`config.mk`:
```
export PLATFORM = sky130hd
export DESIGN_NAME = cpt_addr_ctrl
export DESIGN_NICKNAME = d
export VERILOG_FILES = /design/src/rtl/cpt_pkg.sv /design/src/rtl/cpt_addr_ctrl.sv
export SDC_FILE = /design/constraint.sdc
export NUM_CORES = 1
export LEC_CHECK = 0
export ABC_AREA = 0
export BUFFER_PORTS_ARGS = -buffer_cell sky130_fd_sc_hd__buf_2
export CORE_ASPECT_RATIO = 1.5
export CORE_MARGIN = 8
export CORE_UTILIZATION = 52
export CTS_CLUSTER_SIZE = 30
export DETAILED_ROUTE_END_ITERATION = 10
export PLACE_DENSITY = 0.71
export SLEW_MARGIN = 15
export SYNTH_ARGS = -nofsm -noshare
export SYNTH_HDL_FRONTEND = slang
export SYNTH_SLANG_ARGS = --single-unit
export TNS_END_PERCENT = 50
```
`constraint.sdc`:
```
create_clock -name clk -period 8.97 [get_ports clk]
set_clock_uncertainty 0.15 [all_clocks]
set_input_delay 0.4485 -clock clk [delete_from_list [all_inputs] [get_ports clk]]
set_output_delay 0.4485 -clock clk [all_outputs]
set_load 0.005 [all_outputs]
```
`src/rtl/cpt_pkg.sv`:
```
// cpt_pkg: shared types and constants for the channel/position corner-turn buffer.
// No dependencies; imported by channel_position_transpose, cpt_addr_ctrl and the bench.
package cpt_pkg;

    // Fixed field widths
    localparam int CNT_W  = 12;   // walk counters, wrap at 4096
    localparam int CFG_W  = 13;   // count registers and config data
    localparam int PROD_W = 26;   // channel_count * spatial_count, walk address
    localparam int OUT_W  = 32;   // data_in / data_out port width
    localparam int IDX_W  = 2;    // config register index

    // Config register indexes
    localparam logic [IDX_W-1:0] CFG_IDX_DIRECTION = 2'd0;
    localparam logic [IDX_W-1:0] CFG_IDX_CHANNELS  = 2'd1;
    localparam logic [IDX_W-1:0] CFG_IDX_SPATIAL   = 2'd2;

    // Item opcodes
    localparam logic FUNC_LOAD  = 1'b0;
    localparam logic FUNC_FETCH = 1'b1;

    // What the output beat carries
    typedef enum logic [1:0] {
        RES_ZERO,    // load beat or out-of-range read: all zero
        RES_EMPTY,   // fetch with no complete frame
        RES_DATA     // word read from the frame store
    } res_kind_t;

    typedef struct packed {
        res_kind_t  kind;
        logic       last;
    } res_t;

    // Effective configuration as seen by the walk control
    typedef struct packed {
        logic               mode;
        logic [CFG_W-1:0]   c_eff;
        logic [CFG_W-1:0]   s_eff;
        logic [PROD_W-1:0]  total;
    } cfg_t;

endpackage

```
`src/rtl/cpt_addr_ctrl.sv`:
```
// cpt_addr_ctrl: load count, transpose walk counters and frame-ready flag.
// Issues a store write per kept load and a read per in-range fetch. Depends on cpt_pkg.
module cpt_addr_ctrl
    import cpt_pkg::*;
#(
    parameter int MAX_ELEMENTS = 4096,
    parameter int AW           = 12,
    parameter int LCW          = 13
) (
    input  logic          clk,
    input  logic          rst_n,
    input  logic          accept,
    input  logic          func,
    input  cfg_t          cfg,
    output logic          mem_we,
    output logic [AW-1:0] mem_waddr,
    output logic          mem_re,
    output logic [AW-1:0] mem_raddr,
    output res_t          res
);

    localparam logic [PROD_W-1:0] MAX_P = PROD_W'(MAX_ELEMENTS);

    logic [LCW-1:0]   load_count_reg, load_count_next;
    logic [CNT_W-1:0] outer_reg, outer_next;
    logic [CNT_W-1:0] inner_reg, inner_next;
    logic             frame_ready_reg, frame_ready_next;

    logic              frame_ok;
    logic [PROD_W-1:0] lc_p;
    logic              ready_eff;
    logic [CFG_W-1:0]  lo, li;
    logic [PROD_W-1:0] addr_p;
    logic              addr_in;
    logic              inner_wrap, outer_wrap;
    logic              do_load, do_fetch;

    // Frame status and walk address
    always_comb
    begin
        frame_ok  = cfg.total <= MAX_P;
        lc_p      = PROD_W'(load_count_reg);
        ready_eff = frame_ready_reg | (frame_ok & (lc_p >= cfg.total));
        lo        = cfg.mode ? cfg.c_eff : cfg.s_eff;
        li        = cfg.mode ? cfg.s_eff : cfg.c_eff;
        addr_p    = PROD_W'(inner_reg) * PROD_W'(lo) + PROD_W'(outer_reg);
        addr_in   = addr_p < MAX_P;
        inner_wrap = ({1'b0, inner_reg} + CFG_W'(1)) >= li;
        outer_wrap = ({1'b0, outer_reg} + CFG_W'(1)) >= lo;
        do_load   = accept & (func == FUNC_LOAD) & frame_ok & ~ready_eff & (lc_p < MAX_P);
        do_fetch  = accept & (func == FUNC_FETCH) & frame_ok & ready_eff;
    end

    // Next state
    always_comb
    begin
        load_count_next  = load_count_reg;
        outer_next       = outer_reg;
        inner_next       = inner_reg;
        frame_ready_next = frame_ready_reg;
        if (accept)
        begin
            frame_ready_next = ready_eff;
        end
        if (do_load)
        begin
            load_count_next = load_count_reg + LCW'(1);
            if ((lc_p + PROD_W'(1)) >= cfg.total)
            begin
                frame_ready_next = 1'b1;
            end
        end
        if (do_fetch)
        begin
            priority if (inner_wrap && outer_wrap)
            begin
                inner_next       = '0;
                outer_next       = '0;
                load_count_next  = '0;
                frame_ready_next = 1'b0;
            end
            else if (inner_wrap)
            begin
                inner_next = '0;
                outer_next = outer_reg + CNT_W'(1);
            end
            else
            begin
                inner_next = inner_reg + CNT_W'(1);
            end
        end
    end

    // Store requests and result tag
    always_comb
    begin
        mem_we    = do_load;
        mem_waddr = load_count_reg[AW-1:0];
        mem_re    = do_fetch & addr_in;
        mem_raddr = addr_p[AW-1:0];
        res.last  = do_fetch & inner_wrap & outer_wrap;
        priority if (func == FUNC_LOAD)
        begin
            res.kind = RES_ZERO;
        end
        else if (!do_fetch)
        begin
            res.kind = RES_EMPTY;
        end
        else if (addr_in)
        begin
            res.kind = RES_DATA;
        end
        else
        begin
            res.kind = RES_ZERO;
        end
    end

    always_ff @(posedge clk or negedge rst_n)
    begin
        if (!rst_n)
        begin
            load_count_reg  <= '0;
            outer_reg       <= '0;
            inner_reg       <= '0;
            frame_ready_reg <= 1'b0;
        end
        else
        begin
            load_count_reg  <= load_count_next;
            outer_reg       <= outer_next;
            inner_reg       <= inner_next;
            frame_ready_reg <= frame_ready_next;
        end
    end

endmodule

```
==> impl_metrics.toml <==
[status]
status = "finished clean"

[floorplanning]
core_area_um2 = 18390
die_h_um = 183.3
die_w_um = 127.6
initial_core_util_pct = 52.78
boundaryPins = 86
placementRows = 61
die_area_um2 = 23390

[worst_setup_path]
r2r-end = "frame_ready_reg$_DFF_PN0_"
r2r_setup_slack_ns = 4.43
crit_fanout = 26
critPathKind = "primary input to primary output"
critPathLaunchType = "primary input"
end_kind = "primary output"
crit-reg2reg-launch = "outer_reg[0]$_DFFE_PN0P_"
cp.arrival_ns = 6.85
required_ns = 8.37
r2r_cells = 12

[pwr]
clkPwrFrac_pct = 49.4
pwr-share-comb_pct = 14.8
p_int_mw = 0.3642
power.density_nw_per_um2 = 46.17
p_sw_mw = 0.1152
peakVddDrop_uv = 67.45
p_total_mw = 0.4794
p_leak_nw = 5.713
power_frac_seq_pct = 35.8
swShare_pct = 24.03

[cells_and_area]
nets = 1505
antennaDiodeCount = 0
fill_cells = 1705
largest_reg_flops = 13
area_delta_synth_final_pct = 6.960
drive_above_1_share_pct = 10.44

[route]
drcViolationCount = 0
via_per_inst = 5.381
ant_nets = 0
wl_per_cell_um = 15.57
dr_total_vias = 7797
routed_wirelength_um = 22560
drt_iter0_markers = 379
dr.pass1.iters = 5

[placed_design]
gp_congestion = 0.8535
portBuffers = 85
dp_hpwl_um = 19190

[clock_network]
cts_inserted_buffers = 5
root_buffer = "clkbuf_16"
cts_setup_buffers = 0
numClockSinks = 38
worst_skew_pair.late_latency_ns = 0.29
cts_tree = "done"
hold_buffers = 0
htreeDepth = 2
clockBufferDepth = 2
clk_pin_slew_ns = 0.05
postCtsResizedCells = 0

[timing]
fmax_mhz = 134.3
hold_viol = 0
timing.setup.tns_ns = 0
grt_setup_unrepaired = "no"
drv_slew = 0
fin_hold_ws_ns = 0.1155
max_slew_margin_pct = 40.34
fin_crit_ns = 7.447
period_share_pct = 83.02
worst_slew_pin_slew_ns = 0.8909
setup_viol = 0

[grt]
grt_max_degree = 39
grt_pass1_wl_um = 39330
grt.overflow.total = 0
first_global_vias = 8389
grt_use_total_pct = 20.54
antenna_found_initial = 0

[logic_synthesis]
synth-seq-cells = 38
syn-instance-count = 1161
synth.net_count = 1470
yosysSeqAreaShare_pct = 9.795
synthDistinctLibCells = 65
synth_top_flop_cell = "dfrtp_1"
synthTopCellsByArea = "fa_1 (25%), ha_1 (17%), dfrtp_1 (9.8%), inv_1 (7.8%), nand2_1 (5.9%)"
synth-edff-count = 0
syn_area_um2 = 9708
ys.warnings.count = 0
yosysTopAreaCell = "fa_1"
synth_top_area_share_pct = 25.16
async_flop_share_pct = 100.0
syn_area_per_cell_um2 = 8.362

[job]
cap_violations = 0

[worst_hold_path]
worst_hold_path_type = "primary input to asynchronous set/reset pin"
[cells in the final DEF, fill, tap and decap left out, types with 8 or more instances in the layout]
cell type  netlist  final
mux2i_1         17     17
a21oi_1         31     31
inv_1          202    202
o21ai_1         37     37
ha_1           130    130
and3_1          18     18
and2_1          72     72
o21ai_0         12     12
nor3_1          15     15
o211ai_1         8      8
nand2_1        152    152
a21o_1          19     19
dfrtp_1         38     38
nand2b_1        16     16
mux2_2          15     15
xnor2_1         27     27
nor2_1          41     41
nand3_1         22     22
nor4_1           8      8
fa_1           122    122
buf_2            4     85
xor2_1          26     26
[kinds of logic after synthesis]
family                   count (synthesis)  synth area share [%]
buffers and inverters                  259                 10.53
AND/OR/NAND/NOR                        377                 19.35
XOR/XNOR                                53                 4.782
AO/OA/AOI/OAI                          150                 10.14
multiplexers                            32                 3.493
adder cells (fa/ha/maj)                252                 41.91
flip-flops                              38                 9.795
[critical path, cell delays in order]
cell      delay, ns
buf_2          0.51
mux2_2         0.53
and2_1         0.22
fa_1           0.51
fa_1           0.55
fa_1           0.54
fa_1           0.56
inv_1          0.06
fa_1           0.53
inv_1          0.04
ha_1           0.35
and4_1         0.22
and2_1         0.19
o211ai_1       0.13
a211oi_1       0.32
nor2_1         0.15
o41ai_1        0.36
o211ai_1       0.17
nor4_1         0.29
buf_2          0.16
[routing by layer]
metal	share of wire [%]	global-route usage, %	vias to the layer above
li1	-	-	3790
met1	40	23.67	3768
met2	52	37.69	195
met3	5.3	2.413	44
met4	2.9	8.170	0
met5	0	0	-
[final cells by class]
class	count	area, µm²	share of cell area [%]
well taps	252	315.3	3.037
clock buffers	6	138.9	1.338
multi-input cells	864	7735	74.49
repair buffers	85	425.4	4.097
clock inverters	2	60.06	0.5784
inverters	202	758.2	7.302
flip-flops and latches	38	950.9	9.158
[worst max-delay path by stage]
stage              to  slack [ns]    start  depth (start not counted)
3_5_place_dp   mem_re        1.57  cfg[52]                         20
4_1_cts        mem_re        1.51  cfg[52]                         20
2_1_floorplan  mem_re        1.88  cfg[52]                         23
6_report       res[2]        1.52  cfg[52]                         20
5_1_grt        res[2]        1.08  cfg[52]                         20
3_3_place_gp   mem_re        1.63  cfg[52]                         20
[per-stage QoR]
stage | utilization [%] | instance area, µm² | setup WS [ns] | cells
after floorplan | - | 9708 | 1.876 | 1161
after global placement | 55.37 | 10180 | 1.633 | 1441
after detailed placement | 55.37 | 10180 | 1.571 | 1441
after CTS | 56.45 | 10380 | 1.510 | 1449
after global routing | 56.45 | 10380 | 1.082 | 1449
final | 56.45 | 10380 | 1.523 | 1449
[power by group through the flow]
stage	clock network [mW]	registers, mW	logic (mW)
after floorplan	0	0.175	0.0396
after global placement	0	0.175	0.0699
after detailed placement	0	0.175	0.0713
after CTS	0.242	0.171	0.0716
after global routing	0.248	0.171	0.0791
final	0.237	0.171	0.0710
[synth_stat cells (5+ instances only)]
cell type,instances
inv_1,202
nand2_1,152
ha_1,130
fa_1,122
and2_1,72
nor2_1,41
clkbuf_1,39
dfrtp_1,38
o21ai_1,37
a21oi_1,31
xnor2_1,27
xor2_1,26
nand3_1,22
a21o_1,19
and3_1,18
mux2i_1,17
nand2b_1,16
mux2_2,15
nor3_1,15
buf_4,12
o21ai_0,12
nor4_1,8
o211ai_1,8
nand4_1,5
or3_1,5
(Power assumes the default switching activity.)
